[config.mk]
export PLATFORM = sky130hd
export DESIGN_NAME = sps_mul64
export DESIGN_NICKNAME = d
export VERILOG_FILES = /design/src/design/sps_pkg.sv /design/src/design/sps_mul64.sv
export SDC_FILE = /design/constraint.sdc
export NUM_CORES = 2
export LEC_CHECK = 0
export BUFFER_PORTS_ARGS = -buffer_cell sky130_fd_sc_hd__clkbuf_2
export CAP_MARGIN = 0
export CORE_ASPECT_RATIO = 2
export CORE_MARGIN = 2
export CORE_UTILIZATION = 24
export CTS_CLUSTER_DIAMETER = 60
export DETAILED_ROUTE_END_ITERATION = 8
export SLEW_MARGIN = 20
export SYNTH_ARGS = -nofsm -noshare
export SYNTH_HDL_FRONTEND = slang
export SYNTH_SLANG_ARGS = --single-unit
[constraint.sdc]
create_clock -name clk_i -period 9.65 [get_ports clk_i]
set_clock_uncertainty 0.15 [all_clocks]
set_input_delay 0.965 -clock clk_i [delete_from_list [all_inputs] [get_ports clk_i]]
set_output_delay 0.965 -clock clk_i [all_outputs]
set_load 0.01 [all_outputs]
[src/design/sps_pkg.sv]
`timescale 1ns / 1ps
`default_nettype none
// ----------------------------------------------------------------------------
// sps_pkg
// Shared types and constants of the seeded permutation shuffler.
// ----------------------------------------------------------------------------
package sps_pkg;
  // depth of the permutation store
  localparam int unsigned MaxLength = 131072;

  localparam logic [63:0] SmGamma = 64'h9e3779b97f4a7c15;
  localparam logic [63:0] SmMul1  = 64'hbf58476d1ce4e5b9;
  localparam logic [63:0] SmMul2  = 64'h94d049bb133111eb;

  localparam logic [0:0] CfgSeed   = 1'b0;
  localparam logic [0:0] CfgLength = 1'b1;

  localparam logic KindShuffle = 1'b0;
  localparam logic KindRead    = 1'b1;

  // multiplier request/response between sequencer and shared unit
  typedef struct packed {
    logic        start;
    logic [63:0] a;
    logic [63:0] b;
  } mul_req_t;

  typedef struct packed {
    logic        done;
    logic [63:0] prod;
  } mul_rsp_t;
endpackage
`default_nettype wire

[src/design/sps_mul64.sv]
`timescale 1ns / 1ps
`default_nettype none
// ----------------------------------------------------------------------------
// sps_mul64
// Shared 64x64 wrapping multiplier, one 16x64 partial product per cycle.
// ----------------------------------------------------------------------------
module sps_mul64 (
  input  wire logic              clk_i,
  input  wire logic              rst_ni,
  input  wire sps_pkg::mul_req_t req_i,
  output sps_pkg::mul_rsp_t      rsp_o
);
  import sps_pkg::*;

  logic [63:0] a_q, a_d, b_q, b_d, acc_q, acc_d;
  logic [2:0]  cnt_q, cnt_d;
  logic        busy_q, busy_d, done_q, done_d;

  always_comb begin
    a_d = a_q; b_d = b_q; acc_d = acc_q; cnt_d = cnt_q;
    busy_d = busy_q; done_d = 1'b0;
    if (req_i.start) begin
      a_d = req_i.a; b_d = req_i.b; acc_d = '0; cnt_d = '0; busy_d = 1'b1;
    end else if (busy_q) begin
      // add the partial product of the next 16-bit slice of b
      acc_d = acc_q + ((a_q * {48'd0, b_q[15:0]}) << {cnt_q[1:0], 4'd0});
      b_d = b_q >> 16;
      cnt_d = cnt_q + 3'd1;
      if (cnt_q == 3'd3) begin
        busy_d = 1'b0; done_d = 1'b1;
      end
    end
  end

  always_ff @(posedge clk_i or negedge rst_ni) begin
    if (!rst_ni) begin
      busy_q <= 1'b0; done_q <= 1'b0; cnt_q <= '0;
    end else begin
      busy_q <= busy_d; done_q <= done_d; cnt_q <= cnt_d;
    end
  end

  always_ff @(posedge clk_i) begin
    a_q <= a_d; b_q <= b_d; acc_q <= acc_d;
  end

  assign rsp_o.done = done_q;
  assign rsp_o.prod = acc_q;

  a_done_idle: assert property (@(posedge clk_i) disable iff (!rst_ni)
    done_q |-> !busy_q) else $error("multiplier done while busy");
  a_start_busy: assert property (@(posedge clk_i) disable iff (!rst_ni)
    req_i.start |=> busy_q) else $error("multiplier did not start");
  a_cnt_range: assert property (@(posedge clk_i) disable iff (!rst_ni)
    busy_q |-> cnt_q < 3'd4) else $error("multiplier count overrun");
endmodule
`default_nettype wire

==> impl_metrics.csv <==
group,metric,value,unit
detailed_routing,drc_errors,0,
detailed_routing,firstDrtPassIters,5,
grt,grt_pass1_vias,30900,
detailed_routing,vias_per_cell,4.47,
timing,setup_slack,54.7,ps
synthesis,synth_seq_area_share,0.139,
place,place_ws,39.5,ps
clocking,cts_root_buffer,"clkbuf_16",
detailed_routing,drt-total-wl,109,mm
die,die-width,285,µm
die,die_height,566,µm
timing,hold_viol,0,
worst_setup_path,critPathSlowestCell,"fa_2",
clocking,cts_buffers,17,
worst_setup_path,worstSetupStartpointType,"flop",
grt,grt_max_degree,65,
cells_and_area,fill_cells,16700,
worst_setup_path,r2r_slack,50,ps
cells_and_area,ff_latch_area,5250,µm²
worst_setup_path,crit_path_max_fanout,30,
clocking,cts_htree_levels,4,
timing,min_period,9600,ps
synthesis,synth_ff_type,"edfxtp_1",
grt,antenna_found_initial,0,
cells_and_area,nets,5519,
worst_setup_path,reg2reg_to,"acc_q[63]",
die,initial_core_util,0.241,
place,gp_congestion,0.889,
synthesis,synth-seq-cells,197,
cells_and_area,multi_input_area,29000,µm²
synthesis,syn-num-nets,5244,
clocking,clkSinkCount,197,
worst_setup_path,r2r-start,"b_q[4]",
worst_setup_path,required,9950,ps
timing,rsz0062_at_grt,"yes",
worst_setup_path,arrival,9900,ps
job,cap_violations,0,
worst_setup_path,cpMostUsedCell,"fa_1",
synthesis,synthAdderAreaFrac,0.453,
synthesis,synth_top_family_by_area,"adder cells",
synthesis,synth_warnings,0,
cells_and_area,final_common_cell,"inv_1",
clocking,cts.hold.buffers_added,0,
clocking,tritoncts,"done",
worst_setup_path,reg2regPathDepth,39,
synthesis,synthArstFlopShare,0.0254,
synthesis,avgSynthCellArea,9.02,µm²
synthesis,synth_simple_gate_area_frac,0.167,
timing,fin_setup_tns,0,ps
synthesis,synth_xor_area_frac,0.0316,
synthesis,synth_edf_count,128,
die,dieArea,161000,µm²
worst_setup_path,max_stage_delay,610,ps
clocking,clock_path_buffers,2,
die,rows,206,
min_path,min_path_type,"input port to asynchronous set/reset pin",
clocking,clk_latency,540,ps
place,dpl.cell_count,6517,
die,io-pin-count,196,
place,hpwl,88.7,mm
synthesis,synth_mux_area_frac,0.0285,
synthesis,synth_compound_area_frac,0.0807,
worst_setup_path,critPathKind,"flop to flop",
grt,grt_remaining_overflow,0,
status,status,"completed",
timing,min_period_over_period,0.994,
cells_and_area,fin_cells,6564,
timing,worstMarginPinSlew,892,ps
detailed_routing,vias,29300,
synthesis,netlist_instances,4196,
detailed_routing,ant_nets,0,
cells_and_area,area_growth,16.1,%
clocking,clkTransAtPathRegs,100,ps
timing,slew_viol_final,0,
synthesis,synth_area,37800,µm²
timing,slew_headroom,0.404,
cells_and_area,most-common-layout-cells,"762 x inv_1, 751 x nand2_1, 751 x fa_1, 306 x and2_1, 244 x buf_4",
timing,max_freq,104,MHz
synthesis,synth.distinct_cells,90,
detailed_routing,drt_first_iter_violations,2099,
grt,grt_first_pass_wirelength,175,mm
detailed_routing,wl_per_cell,16.5,µm
die,core_area,157000,µm²
cells_and_area,antennaDiodeCount,0,
place,io_buffers,195,
cells_and_area,drive_above_1_share,0.141,
grt,grtUsageTotal,0.138,
worst_setup_path,critPathCaptureType,"flop",
timing,setup_viol,0,
==> Yosys cell counts (all sizes together) (51+ instances only) <==
cell type  number  share of area
inv           763          0.076
nor2          167          0.017
a21o           68          0.013
edfxtp        128           0.10
o21ai          84          0.011
dfxtp          64          0.034
nand2         751          0.074
fa            753           0.40
ha            164          0.054
and2          307          0.051
mux2i          51          0.013
clkbuf        206          0.021
a21oi         161          0.022
xnor2          88          0.020
==> layout make-up <==
type / count / area share
Sequential cell: 197 / 0.120
Multi-Input combinational cell: 3010 / 0.659
Timing Repair Buffer: 482 / 0.0817
Inverter: 763 / 0.0652
Clock buffer: 17 / 0.00968
Tap cell: 2080 / 0.0592
Clock inverter: 15 / 0.00535
==> metrics by stage <==
step	area, µm²	utilization	hold WS, ps
after floorplan	37800	-	345
final	43900	0.280	113
after CTS	43600	0.278	79.6
after global routing	43900	0.280	108
after detailed placement	42900	0.273	330
after global placement	42900	0.273	333
==> routing by layer <==
metal,share of wire,global-route usage
met1,0.47,0.202
met2,0.45,0.213
met3,0.065,0.0226
met4,0.015,0.0287
met5,0,0
==> worst max-delay path by stage <==
stage / from / end / slack (ps)
after global routing: b_q[4] / acc_q[63] / -380
after CTS: b_q[8] / acc_q[63] / 10
after floorplan: b_q[1] / acc_q[63] / 210
final: b_q[4] / acc_q[63] / 50
after global placement: b_q[4] / acc_q[63] / 90
after detailed placement: b_q[7] / acc_q[63] / 40
==> critical path: cells and delay by family (launching register included) <==
family / cells / cell delay [ps]
DFF: 1 / 420
adders and majority gates: 8 / 3740
and+or+nand+nor: 9 / 1730
AOI/OAI and AO/OA: 13 / 2470
buffers and inverters: 7 / 680
xor gates and xnor gates: 2 / 300
==> registers in the layout, summed over array words and instances, names as in the netlist <==
| signal | flops |
|---|---|
| a_q | 64 |
| acc_q | 64 |
| b_q | 64 |
| done_q | 1 |
| cnt_q | 3 |
| busy_q | 1 |
==> timing repair <==
| item | 4_1_cts | 5_1_grt |
|---|---|---|
| endpoints found under the setup margin | 4 | 18 |
| pin swaps | 2 | 12 |
| gates cloned | 0 | 1 |
| setup buffers | 3 | 11 |
| endpoints found under the hold margin | 0 | 0 |
| gates resized for setup | 4 | 54 |
==> cell families (layout without fill, tap and decap cells) <==
family,after synthesis,in the layout
adders and majority gates,917,917
DFF,197,197
buffers and inverters,989,1277
muxes,101,101
AOI/OAI and AO/OA,477,477
xor gates and xnor gates,135,135
and+or+nand+nor,1380,1380
Power is not shown: default switching activity piles up to over one toggle a cycle in this logic, so the estimate is an artifact.
