## src/design/sps_divmod.sv

```systemverilog
`timescale 1ns / 1ps
`default_nettype none
// ----------------------------------------------------------------------------
// sps_divmod
// Restoring remainder unit: 64-bit dividend modulo a narrow divisor, one bit
// per cycle.
// ----------------------------------------------------------------------------
module sps_divmod #(
  parameter int unsigned DW = 21
) (
  input  wire logic          clk_i,
  input  wire logic          rst_ni,
  input  wire logic          start_i,
  input  wire logic [63:0]   num_i,
  input  wire logic [DW-1:0] den_i,
  output logic               done_o,
  output logic [DW-1:0]      rem_o
);
  logic [63:0]   num_q, num_d;
  logic [DW-1:0] den_q, den_d;
  logic [DW:0]   rem_q, rem_d, trial;
  logic [6:0]    cnt_q, cnt_d;
  logic          busy_q, busy_d, done_q, done_d;

  always_comb begin
    num_d = num_q; den_d = den_q; rem_d = rem_q; cnt_d = cnt_q;
    busy_d = busy_q; done_d = 1'b0;
    trial = {rem_q[DW-1:0], num_q[63]};
    if (start_i) begin
      num_d = num_i; den_d = den_i; rem_d = '0; cnt_d = '0; busy_d = 1'b1;
    end else if (busy_q) begin
      rem_d = (trial >= {1'b0, den_q}) ? trial - {1'b0, den_q} : trial;
      num_d = num_q << 1;
      cnt_d = cnt_q + 7'd1;
      if (cnt_q == 7'd63) begin
        busy_d = 1'b0; done_d = 1'b1;
      end
    end
  end

  always_ff @(posedge clk_i or negedge rst_ni) begin
    if (!rst_ni) begin
      busy_q <= 1'b0; done_q <= 1'b0; cnt_q <= '0;
    end else begin
      busy_q <= busy_d; done_q <= done_d; cnt_q <= cnt_d;
    end
  end

  always_ff @(posedge clk_i) begin
    num_q <= num_d; den_q <= den_d; rem_q <= rem_d;
  end

  assign done_o = done_q;
  assign rem_o  = rem_q[DW-1:0];

  a_rem_below: assert property (@(posedge clk_i) disable iff (!rst_ni)
    done_q |-> rem_q < {1'b0, den_q}) else $error("remainder not reduced");
  a_done_idle: assert property (@(posedge clk_i) disable iff (!rst_ni)
    done_q |-> !busy_q) else $error("divider done while busy");
  a_start_busy: assert property (@(posedge clk_i) disable iff (!rst_ni)
    start_i |=> busy_q) else $error("divider did not start");
endmodule
`default_nettype wire
```

## config.mk

```make
export PLATFORM = sky130hd
export DESIGN_NAME = sps_divmod
export DESIGN_NICKNAME = d
export VERILOG_FILES = /design/src/design/sps_divmod.sv
export SDC_FILE = /design/constraint.sdc
export NUM_CORES = 1
export LEC_CHECK = 0
export ABC_CLOCK_PERIOD_IN_PS = 3210
export BUFFER_PORTS_ARGS = -buffer_cell sky130_fd_sc_hd__buf_2
export CAP_MARGIN = 20
export CELL_PAD_IN_SITES_DETAIL_PLACEMENT = 0
export CELL_PAD_IN_SITES_GLOBAL_PLACEMENT = 2
export CORE_UTILIZATION = 37
export DETAILED_ROUTE_END_ITERATION = 8
export PLACE_DENSITY = 0.86
export SETUP_SLACK_MARGIN = 0.2
export SKIP_LAST_GASP = 1
export SYNTH_ARGS = -nofsm -noshare
export SYNTH_HDL_FRONTEND = slang
export SYNTH_SLANG_ARGS = --single-unit
```

## constraint.sdc

```tcl
create_clock -name clk_i -period 3.21 [get_ports clk_i]
set_input_delay 0.1605 -clock clk_i [delete_from_list [all_inputs] [get_ports clk_i]]
set_output_delay 0.1605 -clock clk_i [all_outputs]
set_load 0.05 [all_outputs]
```

==> results.sh <==
export IMPL_viasPerCell=5.047
export IMPL_worst_hold_slack_ns=0.04649
export IMPL_ys_flop_type="edfxtp_1"
export IMPL_start_kind="flop"
export IMPL_yosysMostFrequentCell="edfxtp_1"
export IMPL_synth_top_family_by_area="compound AO/OA/AOI/OAI gates"
export IMPL_min_period_ns=2.895
export IMPL_crit_type="flop to flop"
export IMPL_setup_violations=0
export IMPL_drtIter0Drc=259
export IMPL_synth_seq_cells=115
export IMPL_clkSinkCount=115
export IMPL_relSlewSlack=0.5762
export IMPL_yosys_mux_area_fraction=0.1276
export IMPL_place_congestion=0.8104
export IMPL_tightest_slew_ns=0.6356
export IMPL_seq_power_share=0.342
export IMPL_syn_num_nets=592
export IMPL_cp_arrival_ns=3.18
export IMPL_finalCritPeriodShare=0.9018
export IMPL_yosys_area_top_type="edfxtp_1"
export IMPL_grt_max_degree=82
export IMPL_drt_wl_total_um=13440
export IMPL_hp_class="input port to flop"
export IMPL_drive_gt1_frac=0.3539
export IMPL_yosysWarnings=0
export IMPL_seq_area_frac_synth=0.5444
export IMPL_drc=0
export IMPL_crit_chain="inv_1, ha_1, inv_1, fa_1, a21o_1, a311o_1, a2111oi_4, nor2_1, xnor2_1, a211oi_1, a311o_1"
export IMPL_fill_cells=1414
export IMPL_multi_input_area_sq_um=2485
export IMPL_clockRootBuffer="clkbuf_16"
export IMPL_clkPwrFrac=0.311
export IMPL_syn_inst=481
export IMPL_grt_pass1_wl_um=21950
export IMPL_finClkSkew_ns=0.01255
export IMPL_synth_edf_count=85
export IMPL_swShare=0.3557
export IMPL_grt_usage=0.1753
export IMPL_drtPass1Iterations=4
export IMPL_via_count=4260
export IMPL_critPathMaxStageDelay_ns=0.45
export IMPL_rsz0062_at_grt="yes"
export IMPL_synthToLayoutAreaGrowth_pct=27.63
export IMPL_antenna_found_initial=0
export IMPL_worst_ir_drop_vdd_mv=0.4221
export IMPL_hold_violations=0
export IMPL_cp_slowest_cell="a311o_1"
export IMPL_core_area_sq_um=15370
export IMPL_grt_pass1_vias=4384
export IMPL_yosys_top_cells_area="edfxtp_1 43%, mux2_2 12%, dfxtp_1 7.2%"
export IMPL_fin_nets=732
export IMPL_rows=45
export IMPL_cts_setup_buffers=0
export IMPL_ios=110
export IMPL_utilization=0.4877
export IMPL_syn_area_per_cell_sq_um=12.21
export IMPL_htreeDepth=4
export IMPL_min_delay_start="num_i[0]"
export IMPL_avgRoutedWirePerCell_um=15.93
export IMPL_cp_end_kind="flop"
export IMPL_cts_tree="built"
export IMPL_required_ns=3.50
export IMPL_cp_max_fo=3
export IMPL_max_cap_violations=0
export IMPL_ys_async_sr_fraction=0.07826
export IMPL_powerDensity_nw_per_um2=775.0
export IMPL_outcome="completed"
export IMPL_synth_common_cells="85 x edfxtp_1, 63 x mux2_2, 29 x inv_1"
export IMPL_dieArea_sq_um=16380
export IMPL_gr_total_overflow=0
export IMPL_drtAntennaViolNets=0
export IMPL_synth_fa_ha_area_frac=0.05027
export IMPL_synth_compound_area_frac=0.1278
export IMPL_pwr_share_comb=0.347
export IMPL_antennaDiodeCount=0
export IMPL_synth_simple_gate_area_share=0.08882
export IMPL_start_util=0.3822
export IMPL_io_buffers=109
export IMPL_fmax_mhz=345.5
export IMPL_cts_made_buffers=17
export IMPL_startpoint="num_q[63]"
export IMPL_switchingPower_uw=2067
export IMPL_reg2reg_from="num_q[63]"
export IMPL_drv_slew=0
export IMPL_synth_xor_area_frac=0.02535
export IMPL_place_hpwl_um=9316
export IMPL_syn_area_sq_um=5874
export IMPL_path_clk_slew_ns=0.06
export IMPL_internal_power_uw=3743
export IMPL_tns_ns=0
export IMPL_die_h_um=128
export IMPL_seq_area_sq_um=3198
export IMPL_clock_latency_ns=0.41
export IMPL_cellLeakagePower_uw=0.003159
export IMPL_die_x_um=128
export IMPL_yosysTopAreaCellShare=0.4345
export IMPL_clockBufferDepth=2
export IMPL_yosysUniqueCellTypes=63
-- kinds of logic (layout without fill, tap and decap cells) --
family	count (synthesis)	count (layout)
buf+inv	50	202
simple gates	103	103
mux	67	67
xor+xnor	17	17
compound gates	106	106
flops	115	115
fa+ha+maj	23	23
-- stage by stage --
stage / instance area, sq um / cells / setup WS (ns) / power (uW)
4_1_cts: 7483 / 844 / 0.2745 / 5843
6_report: 7497 / 844 / 0.3153 / 5810
2_1_floorplan: 5874 / 481 / 0.5483 / 3458
3_3_place_gp: 6698 / 791 / 0.3658 / 3959
5_1_grt: 7497 / 844 / 0.1451 / 6131
3_5_place_dp: 6698 / 791 / 0.3008 / 3974
-- routing by layer --
metal	up-vias	global-route usage	wire, um
met3	9	0.06302	920
met2	116	0.2765	6013
met1	2022	0.2217	6347
met5	-	0	0
met4	0	0.06228	161
li1	2113	-	-
-- area by class of cell --
class	instances	share of cell area
Inverter	29	0.01452
Clock inverter	13	0.01819
Clock buffer	18	0.05724
Tap cell	211	0.03521
Multi-Input combinational cell	316	0.3314
Sequential cell	115	0.4266
Timing Repair Buffer	142	0.1168
-- critical path: cells and delay by family (launching register included) --
| kind | cells | cell delay [ns] |
|---|---|---|
| AOI/OAI and AO/OA | 5 | 1.43 |
| xor gates and xnor gates | 1 | 0.16 |
| adders and majority gates | 2 | 0.56 |
| buffers and inverters | 2 | 0.13 |
| DFF | 1 | 0.39 |
| and+or+nand+nor | 1 | 0.10 |
-- sequential cells by signal, indices dropped and copies added (netlist names) --
| signal | count |
|---|---|
| num_q | 64 |
| den_q | 21 |
| rem_q | 21 |
| cnt_q | 7 |
| busy_q | 1 |
| done_o | 1 |
-- power by group through the flow --
stage	sequential, uW	combinational, uW	clock [uW]
floorplan	2310	1150	0
global placement	2010	1950	0
detailed placement	2010	1960	0
CTS	1980	2000	1860
global route	2010	2200	1920
finish	1980	2020	1810
-- what timing repair did --
item | in CTS | in global routing
hold endpoints to repair | 30 | 0
resized for setup | 0 | 2
setup endpoints to repair | 0 | 7
hold buffers | 22 | 0
-- final timing paths --
path / end / slack (ns) / depth (start not counted)
max: rem_q[12] / 0.32 / 11
min reg2reg: done_o / 0.49 / 1
max reg2reg: rem_q[12] / 0.32 / 11
min in group asynchronous: busy_q / 0.16 / 2
max in group asynchronous: cnt_q[5] / 2.87 / 2
min: num_q[0] / 0.05 / 2
-- layout by cell type (no fill, tap or decap), drive strengths merged, types with 11 or more instances in the layout --
cell,count
mux2,63
a311oi,11
xnor2,12
nor2,26
buf,120
clkbuf,18
ha,22
edfxtp,85
a21oi,26
dlygate4sd3,22
inv,31
nand3,13
o21ai,19
nand2,18
dfxtp,21
Power figures use the tool's default switching activity.
